`config.mk`:
```
export PLATFORM = sky130hd
export DESIGN_NAME = fpdr_cell
export DESIGN_NICKNAME = d
export VERILOG_FILES = /design/src/rtl/fpdr_pkg.sv /design/src/rtl/fpdr_cell.sv
export SDC_FILE = /design/constraint.sdc
export NUM_CORES = 1
export LEC_CHECK = 0
export BUFFER_PORTS_ARGS = -buffer_cell sky130_fd_sc_hd__buf_2
export CAP_MARGIN = 20
export CELL_PAD_IN_SITES_DETAIL_PLACEMENT = 1
export CELL_PAD_IN_SITES_GLOBAL_PLACEMENT = 1
export CORE_AREA = 2 2 154 126
export DETAILED_ROUTE_END_ITERATION = 12
export DIE_AREA = 0 0 156 128
export HOLD_SLACK_MARGIN = 0.1
export PLACE_DENSITY_LB_ADDON = 0.1
export SLEW_MARGIN = 20
export SYNTH_ARGS = -nofsm -noshare
export SYNTH_HDL_FRONTEND = slang
export SYNTH_SLANG_ARGS = --single-unit
export TNS_END_PERCENT = 5
```
`constraint.sdc`:
```
create_clock -name clk -period 0.8 [get_ports clk]
set_clock_uncertainty 0.15 [all_clocks]
set_input_delay 0.04 -clock clk [delete_from_list [all_inputs] [get_ports clk]]
set_output_delay 0.04 -clock clk [all_outputs]
set_load 0.005 [all_outputs]
```
`src/rtl/fpdr_pkg.sv`:
```
// fpdr_pkg: widths, constants and the cell payload type for the rounded
// 20.12 fixed-point divider. No dependencies.
`timescale 1ns / 1ps

package fpdr_pkg;

	localparam int DATA_W     = 32;
	localparam int QUO_W      = 52;
	localparam int FRAC_SHIFT = 20;
	localparam int NUM_STEPS  = 64;
	localparam int LATENCY    = NUM_STEPS + 3;

	localparam logic [QUO_W-1:0] ROUND_ADD = QUO_W'(20'h80000);

	typedef struct packed {
		logic              neg;
		logic              dz;
		logic [DATA_W-1:0] rem;
		logic [DATA_W-1:0] dvd;
		logic [DATA_W-1:0] den;
		logic [QUO_W-1:0]  quo;
	} fpdr_data_t;

endpackage

```
`src/rtl/fpdr_cell.sv`:
```
// fpdr_cell: one restoring-division step of the divider chain, registered.
// Depends on fpdr_pkg.
`timescale 1ns / 1ps

module fpdr_cell (
	input  logic               clk,
	input  logic               arst_n,
	input  logic               vld_in,
	input  fpdr_pkg::fpdr_data_t d_in,
	output logic               vld_out,
	output fpdr_pkg::fpdr_data_t d_out
);
	import fpdr_pkg::*;

	logic [DATA_W:0]   trial;
	logic [DATA_W+1:0] diff;
	logic              ge;
	fpdr_data_t        nxt;
	logic              vld_s1;
	fpdr_data_t        data_s1;

	always_comb begin
		trial = {d_in.rem, d_in.dvd[DATA_W-1]};
		diff  = {1'b0, trial} - {2'b00, d_in.den};
		ge    = ~diff[DATA_W+1];
		nxt     = d_in;
		nxt.rem = ge ? diff[DATA_W-1:0] : trial[DATA_W-1:0];
		nxt.dvd = {d_in.dvd[DATA_W-2:0], 1'b0};
		nxt.quo = {d_in.quo[QUO_W-2:0], ge};
	end

	always_ff @(posedge clk or negedge arst_n) begin
		if (!arst_n) begin
			vld_s1 <= 1'b0;
		end else begin
			vld_s1 <= vld_in;
		end
	end

	always_ff @(posedge clk) begin
		data_s1 <= nxt;
	end

	assign vld_out = vld_s1;
	assign d_out   = data_s1;

endmodule

```
# Word-level counts from Yosys, hierarchy flattened
# Index checks and enable logic that the tools add are counted.
totals:
  regBits: 150
  latch_bits: 0
  mem_bits_rw: 0
  mem_bits_ro: 0
  word_cells: 10
  mem_count: 0
op_classes:
  add_sub_neg: 1
  n_mul: 0
  n_div: 0
  order_cmp: 0
  eq_ne: 0
  shift: 0
  muxes: 1
  bitwise_logic: 1
  n_reduce_logical: 0
ops:
  columns: ["operator", "count"]
  rows:
  - ["subtractor 33 x 32 -> 34 bit", 1]
  - ["2-to-1 mux 32 bit", 1]
  - ["NOT 1 bit", 1]

# Depth between registers and ports, before layout
depth:
  word_depth: 2
  mapped_depth: 12
  depth_no_buf: 12

# Worst setup path before layout
# OpenSTA, ideal clock, no wires.
synth_path:
  kind: "input port to flip-flop"
  start: "input d_in[115] (netlist name)"
  end: "register data_s1, in the netlist d_out[144]"
  arrival_time_ps: 2433
  required_ps: 529
  path_slack_ps: -1905
  cell_stages: 12
  path_buffers: 0
  cell_sequence: "inv_1 ha_1 inv_1 fa_1 a211oi_1 o211a_1 o31ai_1 o41a_1 a41oi_1 o21ai_0 a21boi_0 mux2_4"
synth_rtl:
  columns: ["item", "line_no", "source"]
  rows:
  - ["start: declaration", "fpdr_cell.sv:9", "input fpdr_pkg::fpdr_data_t d_in,"]
  - ["end signal: assignment", "fpdr_cell.sv:41", "data_s1 <= nxt;"]
  - ["end: declaration", "fpdr_cell.sv:20", "fpdr_data_t data_s1;"]

==> summary.md <==
| Metric | Value |
|---|---|
| Status | finished with violations |
| Failing checks | hold timing, setup timing |
| Cell taking the most area after synthesis | dfxtp_1 |
| Cell Area, Synth | 5430 um^2 |
| Ys Warns | 0 |
| Lkg Pwr | 5.33 nW |
| Critical Path RT | 0.97 ns |
| Fmax | 421 MHz |
| Area of placed instances | 8090 um^2 |
| Die height | 128 um |
| Setup Crit Path Kind | in -> reg |
| PwrDens | 2060 nW/um^2 |
| RSZ-0062 raised after global routing | true |
| Drt pass-1 iters | 4 |
| Die Wd | 156 um |
| Hold Startpoint | d_in[53] |
| Mean Syn Cell Area | 11.5 um^2 |
| Crit start category | input pin |
| Clock-pin slew on the worst setup and hold paths | 0.07 ns |
| Setup crit end kind | flop |
| Mapped Nets | 659 |
| Initial antenna violation count | 3 |
| Vias in the first global route | 6,510 |
| Tmin final | 2.37 ns |
| Top-Level Pins | 304 |
| Total of max-cap violations | 0 |
| Top cells by count, synth | 149 x dfxtp_1, 41 x inv_1, 32 x a21oi_1, 32 x ha_1, 25 x mux2_4 |
| Final WS setup | -1.57 ns |
| Largest cells by area after synthesis | dfxtp_1 55%, ha_1 7.4%, mux2_4 6.9% |
| Share of the synthesized area in the top cell type | 0.550 |
| Final Setup Violations | 183 |
| Worst Hold Path Cells | 1 |
| Slew Limit Fails | 0 |
| Final period utilization | 2.97 |
| DRC violations left | 0 |
| Dpl hpwl | 15,700 um |
| Hold EP | d_out[53]$_DFF_P_ |
| Share of layout cells above drive strength 1 | 0.579 |
| DRT Wirelength | 25,700 um |
| Synth cell types | 55 |
| Number of synthesized flops with an enable pin | 0 |
| Compound-Gate Fraction of Synth Area | 0.126 |
| Routed len/inst | 19.9 um |
| Via Count | 5,823 |
| Congestion Overflow GR | 0 |
| Antenna-violating nets left | 0 |
| H-Tree Depth | 4 |
| Core Box Area | 18,500 um^2 |
| Post-synth ARST share | 0.00667 |
| Dpl ws | -2.11 ns |
| Clock root cell | clkbuf_16 |
| Critical path peak fanout | 3 |
| Fin Hold WS | -0.398 ns |
| Gate Count Post-Synth | 473 |
| Via density per instance | 4.51 |
| Area Growth Syn to Fin | 103% |
| Cell with the most instances after synthesis | dfxtp_1 |
| Post-synthesis adder-cell area fraction | 0.0775 |
| CP arrival | 2.54 ns |
| TritonCTS clock tree | done |
| Longest Clk Path Bufs | 2 |
| Synth Area in XOR/XNOR | 0.0387 |
| Post-Synth Simple-Gate Area | 0.0736 |
| CTS buffer count | 17 |
| Num rows | 45 |
| GRT Overall Usage | 0.235 |
| Layout Nets | 1,228 |
| Sink Count | 150 |
| Hold Path Class | in -> reg |
| Post-synthesis mux area share | 0.0844 |
| Largest net degree at the start of global routing | 17 |
| RePlAce Congestion | 0.784 |
| Main combinational cell family by area after synthesis | compound AO/OA/AOI/OAI gates |
| Global-route wire length before repair | 35,900 um |
| Register area share after synthesis | 0.554 |
| Final hold violation count | 18 |
| Starting Density | 0.293 |
| Design Area, Final | 11,000 um^2 |
| Commonest register cell after synthesis | dfxtp_1 |
| Seq cells post-synth | 150 |
| DIE AREA | 20,000 um^2 |
| IO Port Bufs | 301 |
| Max VDD drop | 1.16 mV |
| DR iter-0 viols | 141 |
==> power breakdown <==
part	internal, mW	total [mW]	switching, mW
Sequential	8.21	8.49	0.281
Combinational	3.46	5.86	2.40
Clock	4.53	8.27	3.74
==> cell type report <==
class / instances / area [um^2]
Fill cell: 1989 / 7520
Timing Repair Buffer: 559 / 4330
Clock inverter: 14 / 154
Sequential cell: 150 / 3100
Antenna cell: 2 / 5.00
Clock buffer: 18 / 439
Tap cell: 235 / 294
Multi-Input combinational cell: 273 / 2520
Inverter: 41 / 169
==> worst max path at each step <==
| stage | start | to | slack [ns] | cells after the start |
|---|---|---|---|---|
| after global routing | d_in[115] | d_out[144]$_DFF_P_ | -1.65 | 13 |
| after floorplan | d_in[73] | d_out[119]$_DFF_P_ | -1.75 | 12 |
| after global placement | d_in[115] | d_out[144]$_DFF_P_ | -2.04 | 13 |
| after detailed placement | d_in[115] | d_out[144]$_DFF_P_ | -2.11 | 13 |
| final | d_in[115] | d_out[144]$_DFF_P_ | -1.57 | 13 |
| after CTS | d_in[115] | d_out[144]$_DFF_P_ | -1.51 | 13 |
==> cell usage in the layout, fill, tap and decap left out, drive strengths merged, types with 16 or more instances in the layout <==
| master | instances |
|---|---|
| nor2 | 16 |
| mux2 | 27 |
| ha | 32 |
| o21ai | 18 |
| buf | 426 |
| a21oi | 33 |
| dlygate4sd3 | 133 |
| clkbuf | 18 |
| dfxtp | 149 |
| nand2 | 23 |
| inv | 51 |
| xnor2 | 17 |
==> metal layers <==
metal,GRT usage,wire (um),share of wire
met1,0.259,10100,0.39
met2,0.442,13600,0.53
met4,0.0761,530,0.021
met5,0,13,0.00051
met3,0.0602,1460,0.057
==> cell families after synthesis <==
group                    Yosys count
AO/OA/AOI/OAI                    102
multiplexers                      33
adder cells (fa/ha/maj)           33
buffers and inverters             50
AND/OR/NAND/NOR                   80
other                              1
XOR/XNOR                          24
flip-flops                       150
==> worst max-delay path, stage by stage <==
cell      delay, ns
buf_6          0.10
inv_4          0.05
ha_4           0.13
inv_2          0.04
fa_2           0.38
a211oi_4       0.30
o211a_1        0.25
o31ai_4        0.08
o41a_1         0.44
a41oi_2        0.25
o21ai_1        0.08
a21boi_2       0.16
mux2_4         0.26
==> timing repair <==
| action | 4_1_cts | 5_1_grt |
|---|---|---|
| setup endpoints to repair | 183 | 183 |
| gates cloned | 3 | 0 |
| pin swaps | 23 | 14 |
| hold endpoints to repair | 150 | 23 |
| resized for setup | 81 | 130 |
| setup buffers | 11 | 4 |
| hold buffers | 131 | 2 |
==> through the flow <==
step | util | setup TNS, ns | total power [mW] | std cells
2_1_floorplan | - | -55.59 | 10.6 | 473
3_3_place_gp | 0.436 | -61.26 | 12.7 | 1108
3_5_place_dp | 0.436 | -63.34 | 12.9 | 1108
4_1_cts | 0.564 | -82.28 | 22.1 | 1284
5_1_grt | 0.594 | -88.14 | 23.6 | 1291
6_report | 0.594 | -82.34 | 22.6 | 1292
==> sequential cells by signal, summed over array words and instances, names as in the netlist <==
register	count
vld_out	1
d_out	149
No activity file was read; power rests on OpenSTA's default activity.
