**config.mk**
```make
export PLATFORM = sky130hd
export DESIGN_NAME = fpdr_round
export DESIGN_NICKNAME = d
export VERILOG_FILES = /design/src/rtl/fpdr_pkg.sv /design/src/rtl/fpdr_round.sv
export SDC_FILE = /design/constraint.sdc
export NUM_CORES = 1
export LEC_CHECK = 0
export ABC_AREA = 1
export BUFFER_PORTS_ARGS = -buffer_cell sky130_fd_sc_hd__buf_2
export CAP_MARGIN = 20
export CORE_ASPECT_RATIO = 0.5
export CORE_MARGIN = 3
export CORE_UTILIZATION = 43
export CTS_CLUSTER_SIZE = 12
export DETAILED_ROUTE_END_ITERATION = 6
export PLACE_DENSITY = 0.8
export SLEW_MARGIN = 20
export SYNTH_ARGS = -nofsm -noshare
export SYNTH_HDL_FRONTEND = slang
export SYNTH_SLANG_ARGS = --single-unit
```
**constraint.sdc**
```tcl
create_clock -name clk -period 1.3 [get_ports clk]
set_input_delay 0.065 -clock clk [delete_from_list [all_inputs] [get_ports clk]]
set_output_delay 0.065 -clock clk [all_outputs]
set_load 0.02 [all_outputs]
```
**src/rtl/fpdr_pkg.sv**
```systemverilog
// fpdr_pkg: widths, constants and the cell payload type for the rounded
// 20.12 fixed-point divider. No dependencies.
`timescale 1ns / 1ps

package fpdr_pkg;

	localparam int DATA_W     = 32;
	localparam int QUO_W      = 52;
	localparam int FRAC_SHIFT = 20;
	localparam int NUM_STEPS  = 64;
	localparam int LATENCY    = NUM_STEPS + 3;

	localparam logic [QUO_W-1:0] ROUND_ADD = QUO_W'(20'h80000);

	typedef struct packed {
		logic              neg;
		logic              dz;
		logic [DATA_W-1:0] rem;
		logic [DATA_W-1:0] dvd;
		logic [DATA_W-1:0] den;
		logic [QUO_W-1:0]  quo;
	} fpdr_data_t;

endpackage

```
**src/rtl/fpdr_round.sv**
```systemverilog
// fpdr_round: applies the quotient sign, rounds to 20.12 and forces the
// zero-divisor result. Two registered stages. Depends on fpdr_pkg.
`timescale 1ns / 1ps

module fpdr_round (
	input  logic                        clk,
	input  logic                        arst_n,
	input  logic                        vld_in,
	input  fpdr_pkg::fpdr_data_t        d_in,
	output logic                        done,
	output logic [fpdr_pkg::DATA_W-1:0] quotient_fixed
);
	import fpdr_pkg::*;

	logic              vld_s1;
	logic              dz_s1;
	logic [QUO_W-1:0]  val_s1;
	logic              vld_s2;
	logic [DATA_W-1:0] res_s2;
	logic [QUO_W-1:0]  sum;

	assign sum = val_s1 + ROUND_ADD;

	always_ff @(posedge clk or negedge arst_n) begin
		if (!arst_n) begin
			vld_s1 <= 1'b0;
			vld_s2 <= 1'b0;
		end else begin
			vld_s1 <= vld_in;
			vld_s2 <= vld_s1;
		end
	end

	always_ff @(posedge clk) begin
		dz_s1  <= d_in.dz;
		val_s1 <= d_in.neg ? (~d_in.quo + QUO_W'(1)) : d_in.quo;
		res_s2 <= dz_s1 ? '0 : sum[QUO_W-1:FRAC_SHIFT];
	end

	assign done           = vld_s2;
	assign quotient_fixed = res_s2;

endmodule

```
# After elaboration in Yosys (flattened, before gate mapping)
# Index checks and enable logic that the tools add are counted.
# totals
reg_bits,87
latch_bits,0
ramBits,0
mem_bits_ro,0
inputBits,153
output_inout_bits,33
elab_cells,9
memories,0
# op_classes
add_sub_neg,2
mul,0
div,0
n_lt_le_gt_ge,0
n_eq_ne,0
n_shift,0
mux,1
bitwise,1
n_reduce_logical,0
# op_table
cell,n
52-bit by 1-bit adder with 52-bit output (second input constant),1
52-bit by 20-bit adder with 52-bit output (second input constant),1
52-bit 2-to-1 mux,1
52-bit NOT,1

# Depth between registers and ports, before layout
# Gate-level depths: netlist of the first run.
# depth
ltp_word,3
mapped_depth,9
depth_no_buf,9

# Worst setup path after synthesis of the first run
# Ideal clock, no wire load.
# synth_timing
kind,register to register
from,register val_s1[19]
to,register res_s2[15] (netlist: quotient_fixed[15])
setup_ns,0.128
arrival_time_ns,1.156
slack_ns,0.017
path_stages_with_launch,8
n_path_buf,0
period_less_slack_ns,1.283
path_cell_list,dfxtp_1 ha_1 nand2_1 nor2_4 nand2_4 nor2_4 xnor2_1 nor2_1
# synth_via
elab_chain_cells,1
# synth_lines
item,line_no,rtl
"start, declared",fpdr_round.sv:17,logic [QUO_W-1:0] val_s1;
"start signal, assigned",fpdr_round.sv:36,val_s1 <= d_in.neg ? (~d_in.quo + QUO_W'(1)) : d_in.quo;
52-bit by 20-bit adder with 52-bit output,fpdr_round.sv:22,assign sum = val_s1 + ROUND_ADD;
"end signal, assigned",fpdr_round.sv:37,res_s2 <= dz_s1 ? '0 : sum[QUO_W-1:FRAC_SHIFT];
"end, declared",fpdr_round.sv:19,logic [DATA_W-1:0] res_s2;
# No other way between the ends.
# A chain may end at the register's enable or synchronous reset.

# Worst setup path in the final report of the first run
# layout_timing
from,register val_s1[34]
to,register res_s2[17] (netlist: quotient_fixed[17])
# The elaborated chain is that of the path after synthesis.

==> results of run 1 <==
[area by class of cell]
type                       count  share of cell area
multi-input combinational    532               0.477
sequential                    68               0.258
timing repair buffer         137               0.157
clock buffer                  10              0.0418
inverter                      42              0.0288
tap                          117              0.0267
clock inverter                 6              0.0116
[power groups by stage]
stage | clock (mW) | combinational, mW | sequential, mW
after floorplan | 0 | 0.426 | 2.46
after global placement | 0 | 0.866 | 2.39
after detailed placement | 0 | 0.883 | 2.40
after CTS | 2.42 | 0.939 | 2.36
after global routing | 2.49 | 1.12 | 2.41
final | 2.36 | 1.01 | 2.39
[layout by cell type (no fill, tap or decap), types with 15 or more instances in the layout]
cell / netlist / layout
sky130_fd_sc_hd__nand3b_1: 18 / 18
sky130_fd_sc_hd__nor2_2: 11 / 27
sky130_fd_sc_hd__buf_2: 3 / 86
sky130_fd_sc_hd__dlygate4sd3_1: 0 / 15
sky130_fd_sc_hd__dfxtp_2: 0 / 18
sky130_fd_sc_hd__nand3_1: 25 / 22
sky130_fd_sc_hd__nand2_1: 245 / 231
sky130_fd_sc_hd__inv_1: 41 / 36
sky130_fd_sc_hd__dfxtp_1: 66 / 43
sky130_fd_sc_hd__buf_4: 0 / 34
sky130_fd_sc_hd__a21oi_1: 22 / 18
sky130_fd_sc_hd__nor2_1: 146 / 124
[per-stage QoR]
stage,power [mW],setup WS (ps),util,hold slack [ps]
4_1_cts,5.72,-21.7,0.591,3.78
2_1_floorplan,2.89,16.9,-,-231
6_report,5.76,14.9,0.621,16.5
5_1_grt,6.02,-71.9,0.621,23.8
3_3_place_gp,3.26,-33.4,0.532,-152
3_5_place_dp,3.28,-84.5,0.532,-148
[cells by family after synthesis]
| group | synth area share |
|---|---|
| flops | 0.347 |
| fa+ha+maj | 0.00316 |
| compound gates | 0.0516 |
| simple gates | 0.524 |
| buf+inv | 0.0503 |
| xor+xnor | 0.0244 |
[path summary, 6_finish.rpt]
| path | from | to | slack (ps) | depth (start not counted) |
|---|---|---|---|---|
| worst max-delay path | val_s1[34] | quotient_fixed[17] | 10 | 5 |
| worst min-delay path | d_in[37] | val_s1[37] | 20 | 3 |
| worst max register to register | val_s1[34] | quotient_fixed[17] | 10 | 5 |
| worst min register to register | vld_s1 | done | 350 | 0 |
| max in group asynchronous | arst_n | done | 1160 | 2 |
| min in group asynchronous | arst_n | vld_s1 | 50 | 2 |
[registers in the layout, summed over array words and instances (netlist names)]
register / flops
done: 1
dz_s1: 1
quotient_fixed: 32
val_s1: 33
vld_s1: 1
[repair_timing]
| item | CTS | global route |
|---|---|---|
| gates resized for setup | 21 | 78 |
| hold buffers | 16 | 0 |
| hold endpoints to repair | 17 | 0 |
| setup buffers | 2 | 7 |
| pin swaps | 8 | 30 |
| cloned | 0 | 0 |
| endpoints found under the setup margin | 11 | 27 |
[worst max-delay path, cell delays in order, from the launching register on]
cell,delay (ps)
sky130_fd_sc_hd__dfxtp_2,360
sky130_fd_sc_hd__inv_1,120
sky130_fd_sc_hd__nor4_1,480
sky130_fd_sc_hd__nand3_2,100
sky130_fd_sc_hd__nand2_1,80
sky130_fd_sc_hd__nor2_1,40
[layer usage]
metal	track usage	part of all wire	vias up
li1	-	-	2314
met1	0.305	0.46	2006
met2	0.367	0.45	153
met3	0.0377	0.068	19
met4	0.0702	0.017	0
met5	0	0	-
==> out/results.md, run 1 <==
| Item | Value |
|---|---|
| Comb power frac | 0.175 |
| Post-synthesis net count | 804 |
| Synthesized area | 0.00396 sq mm |
| Synth warnings | 0 |
| Setup violators final | 0 |
| Overall routing resource usage | 0.224 |
| Fin. max-slew vios | 0 |
| Post-synthesis to final-layout area growth | 38.6% |
| Share of post-route cells with drive strength above 1 | 0.304 |
| Row Count | 24 |
| Total length of routed wires | 11800 um |
| Antenna diodes | 0 |
| Average wire length per cell after detail routing | 13.0 um |
| First-pass GRT wire length | 18800 um |
| Setup clock skew after layout | 6.27 ps |
| Critical path peak fanout | 4 |
| Kind of end point of the critical path | flop |
| Unique masters post-synth | 31 |
| RSZ-0062 raised after global routing | yes |
| Post-synth top cells | sky130_fd_sc_hd__nand2_1, sky130_fd_sc_hd__nor2_1, sky130_fd_sc_hd__dfxtp_1, sky130_fd_sc_hd__inv_1, sky130_fd_sc_hd__nand3_1 |
| Routed via count | 4492 |
| Largest net degree at the start of global routing | 24 |
| Min Tclk post-route | 1290 ps |
| Critical path class | flop to flop |
| Fraction of synthesized cell area taken by the top area cell type | 0.334 |
| Antenna Nets Post-Route | 0 |
| Synthesized instance count | 650 |
| Port buffer count | 89 |
| Fraction of power consumed by the clock network | 0.410 |
| Total cell area at the placement stage | 0.00470 sq mm |
| Buffer type at the clock tree root | sky130_fd_sc_hd__clkbuf_16 |
| Cell accounting for the most synthesized area | sky130_fd_sc_hd__dfxtp_1 |
| Total CTS buffers | 9 |
| Via density per instance | 4.93 |
| Number of maximum-capacitance violations | 0 |
| Floorplan core area | 0.00883 sq mm |
| Weighted congestion reported at the end of routability-driven placement | 0.948 |
| Signal arrival time at the worst endpoint | 1500 ps |
| Clk pin slew, worst setup/hold paths | 50 ps |
| Buffer depth of the longest clock path | 2 |
| Starting DRT DRC Count | 393 |
| HPWL after detailed placement | 9040 um |
| Number of cells in the design after placement | 874 |
| Post-layout net count | 944 |
| Die width | 142 um |
| Number of flops mapped to enable cells by yosys | 0 |
| Die Ht | 73.8 um |
| Final setup TNS | 0 ps |
| Top area cells in the synthesized netlist | sky130_fd_sc_hd__dfxtp_1, sky130_fd_sc_hd__nand2_1, sky130_fd_sc_hd__nor2_1 |
| Worst VDD drop | 1040 uV |
| Leading register cell type out of synthesis | sky130_fd_sc_hd__dfxtp_1 |
| Share of synthesized area occupied by flip-flops and latches | 0.347 |
| Number of clock sinks seen by CTS | 68 |
| Avg Synthesized Cell Area | 6.08 sq um |
| Worst min path class | primary input to flop |
| Area used by multi-input combinational logic | 0.00261 sq mm |
| Pwr/cell area | 1050 mW/mm^2 |
| Most frequently used cell type in the post-synthesis netlist | sky130_fd_sc_hd__nand2_1 |
| Cell internal pwr | 4.15 mW |
| Clock latency reported for the late side of the worst-skew pair | 330 ps |
| Post-route standard cell area excluding fillers | 0.00548 sq mm |
| Detailed-router iteration count before antenna repair | 6 |
| Sequential cell area | 0.00141 sq mm |
| Startpoint class of the critical path | flop |
| Antenna violations before repair | 0 |
| Highest clock frequency the design can meet | 778 MHz |
| Post-route fraction of the period consumed by the critical path | 0.989 |
| Number of filler instances in the final layout | 787 |
| Count of pins on the block boundary | 186 |
| Reported net switching power | 1.62 mW |
| Slew @ Worst Pin | 486 ps |
| Outcome | finished, final reports clean |
| Remaining routing DRC violations | 0 |
| Total congestion overflow | 0 |
| Synth async-reset ratio | 0.0294 |
| Number of H-tree branching levels | 3 |
| Switching power as a share of total power | 0.281 |
| Leakage power | 2.47 nW |
| Power share of the sequential group | 0.415 |
| CTS tree | yes |
| Number of hold violations in the final report | 0 |
| Via count of the first global-routing pass | 4075 |
| Number of storage elements in the synthesis netlist | 68 |
| Final non-filler cell total | 912 |
| Slew headroom | 0.673 |
| Total Die Area | 0.0105 sq mm |
| Initial standard-cell utilization of the core | 0.448 |
| CP required | 1520 ps |
No activity file was read; power rests on OpenSTA's default activity.
==> inputs of run 2 (changes only) <==
==> constraint.sdc (replaced) <==
create_clock -name clk -period 1.3 [get_ports clk]
set_input_delay 0.195 -clock clk [delete_from_list [all_inputs] [get_ports clk]]
set_output_delay 0.195 -clock clk [all_outputs]
set_load 0.02 [all_outputs]
==> run 2 against run 1 <==
  * Clock power is essentially flat
  * Global-route usage is 0.28 points lower
  * Combinational power hardly changed
  * The flow now finishes with violations (setup timing)
  * First-iteration DRC count fell by 5.3%
  * Clock skew fell by 1.1 ps
  * Routed wire length grew 2.2%
  * Total power shrank 0.15%
  * Cell area fell by 0.75%
==> out/results.md, run 2 (same netlist as run 1, synthesis figures left out) <==
| Item | Value | Change |
|---|---|---|
| Outcome | finished, violations left | was finished, final reports clean |
| Violations in the final reports | setup timing |  |
| Die width | 142 um | unchanged |
| Remaining routing DRC violations | 0 | unchanged |
| Min Tclk post-route | 1370 ps | was 1290 ps |
| Antenna Nets Post-Route | 0 | unchanged |
| Worst setup path startpoint | val_s1[32] | was val_s1[34] |
| Worst hold slack across all endpoints | 111 ps | was 16.5 ps |
| Weighted congestion reported at the end of routability-driven placement | 0.950 | was 0.948 |
| Post-layout net count | 949 | was 944 |
| Pwr/cell area | 1060 mW/mm^2 | was 1050 mW/mm^2 |
| Critical path class | flop to flop | unchanged |
| Signal arrival time at the worst endpoint | 1630 ps | was 1500 ps |
| CP required | 1560 ps | was 1520 ps |
| Buffer depth of the longest clock path | 2 | unchanged |
| Kind of end point of the critical path | flop | unchanged |
| Number of maximum-capacitance violations | 0 | unchanged |
| Total cell area at the placement stage | 0.00486 sq mm | was 0.00470 sq mm |
| RSZ-0062 raised after global routing | yes | unchanged |
| Floorplan core area | 0.00883 sq mm | unchanged |
| Endpoint of the most critical register-to-register path | quotient_fixed[30] | was quotient_fixed[17] |
| Antenna diodes | 0 | unchanged |
| Largest reg by FF count | val_s1 | unchanged |
| Reg2reg start | val_s1[32] | was val_s1[34] |
| Startpoint class of the critical path | flop | unchanged |
| Slew headroom | 0.774 | was 0.673 |
| Routed via count | 4590 | was 4492 |
| Post-synthesis to final-layout area growth | 37.6% | was 38.6% |
| Flip-flop count of the largest register after layout | 33 | unchanged |
| Buffer type at the clock tree root | sky130_fd_sc_hd__clkbuf_16 | unchanged |
| Die Ht | 73.8 um | unchanged |
| Post-layout worst setup margin | -72.2 ps | was 14.9 ps |
| Total power | 5.75 mW | was 5.76 mW |
| Share of post-route cells with drive strength above 1 | 0.320 | was 0.304 |
| Via count of the first global-routing pass | 4017 | was 4075 |
| Via density per instance | 5.01 | was 4.93 |
| HPWL after detailed placement | 9280 um | was 9040 um |
| Clk pin slew, worst setup/hold paths | 50 ps | about the same |
| Post-route fraction of the period consumed by the critical path | 1.06 | was 0.989 |
| Critical path peak fanout | 5 | was 4 |
| CTS tree | yes | unchanged |
| Slew @ Worst Pin | 336 ps | was 486 ps |
| Endpoint of the worst hold path | val_s1[46] | was val_s1[37] |
| Instance count along the most critical hold path | 3 | unchanged |
| Detailed-router iteration count before antenna repair | 5 | was 6 |
| Worst-case reg-to-reg path depth | 7 | was 5 |
| Post-route standard cell area excluding fillers | 0.00544 sq mm | was 0.00548 sq mm |
| Total length of routed wires | 12100 um | was 11800 um |
| Total CTS buffers | 9 | unchanged |
| First-pass GRT wire length | 18500 um | was 18800 um |
| Initial standard-cell utilization of the core | 0.448 | unchanged |
| Highest clock frequency the design can meet | 729 MHz | was 778 MHz |
| Port buffer count | 89 | unchanged |
| Clock latency reported for the late side of the worst-skew pair | 330 ps | about the same |
| Number of clock sinks seen by CTS | 68 | unchanged |
| Average wire length per cell after detail routing | 13.2 um | was 13.0 um |
| Antenna violations before repair | 0 | unchanged |
| Largest net degree at the start of global routing | 24 | unchanged |
| Worst min path class | primary input to flop | unchanged |
| Flop2flop setup slack | -70 ps | was 10 ps |
| Row Count | 24 | unchanged |
| Overall routing resource usage | 0.221 | was 0.224 |
| Worst VDD drop | 926 uV | was 1040 uV |
| Total congestion overflow | 0 | unchanged |
| Most common cell after layout, fill and taps aside | sky130_fd_sc_hd__nand2_1 | unchanged |
| Setup clock skew after layout | 5.16 ps | was 6.27 ps |
| Highest-count cells in the layout ignoring fill and taps | sky130_fd_sc_hd__nand2_1, sky130_fd_sc_hd__nor2_1, sky130_fd_sc_hd__buf_2 | unchanged |
| Count of pins on the block boundary | 186 | unchanged |
| Starting DRT DRC Count | 372 | was 393 |
| Total Die Area | 0.0105 sq mm | unchanged |
| Number of H-tree branching levels | 3 | unchanged |
| Fin. max-slew vios | 0 | unchanged |
| Pre-CTS worst setup slack | -127 ps | was -84.5 ps |
| Source of the worst hold timing path | d_in[46] | was d_in[37] |
| Leakage power | 2.47 nW | about the same |
| Utilization after layout | 0.616 | was 0.621 |
| Setup violators final | 4 | was 0 |
| Number of hold violations in the final report | 0 | unchanged |
run 2: area by class of cell:
cell class              count  area, sq um
multi-input cells         532         2570
clock buffers              10          229
fillers                   781         3390
flip-flops and latches     68         1410
well taps                 117          146
clock inverters             6         63.8
repair buffers            142          863
inverters                  42          158
run 2: worst max-delay path by stage:
stage	cells after the start	end	slack, ps
3_5_place_dp	9	val_s1[33]	-130
6_report	7	quotient_fixed[30]	-70
3_3_place_gp	9	val_s1[33]	-120
5_1_grt	7	quotient_fixed[30]	-140
2_1_floorplan	7	quotient_fixed[15]	20
4_1_cts	8	quotient_fixed[17]	-40
run 2: metrics by stage:
stage          cells  setup TNS, ps
2_1_floorplan    650              0
3_3_place_gp     894          -1250
3_5_place_dp     894          -2020
4_1_cts          915           -111
5_1_grt          917          -1020
6_report         917          -91.7
run 2: routing by layer:
layer / track usage / part of all wire / vias up
met2: 0.371 / 0.47 / 171
met3: 0.0397 / 0.066 / 24
met5: 0 / 0 / -
met4: 0.0596 / 0.015 / 0
li1: - / - / 2331
met1: 0.296 / 0.45 / 2064
run 2: what timing repair did:
action,4_1_cts,5_1_grt
endpoints found under the hold margin,4,0
resized for setup,15,69
setup endpoints to repair,18,24
buffers inserted,2,2
hold buffers,3,0
pin swaps,5,23
run 2: critical path, stage by stage (launching register included):
cell                       delay [ps]
sky130_fd_sc_hd__dfxtp_2          360
sky130_fd_sc_hd__nand2_1          120
sky130_fd_sc_hd__nor2_2           200
sky130_fd_sc_hd__nand2_2          110
sky130_fd_sc_hd__nor2_4           160
sky130_fd_sc_hd__buf_4            130
sky130_fd_sc_hd__nand3b_1          70
sky130_fd_sc_hd__a21oi_1          160
run 2: where the power goes:
part	internal, mW	total, mW	leakage [nW]	switching (mW)
clock network	1.48	2.36	0.139	0.880
registers	2.26	2.39	0.578	0.131
logic	0.395	0.998	1.76	0.604
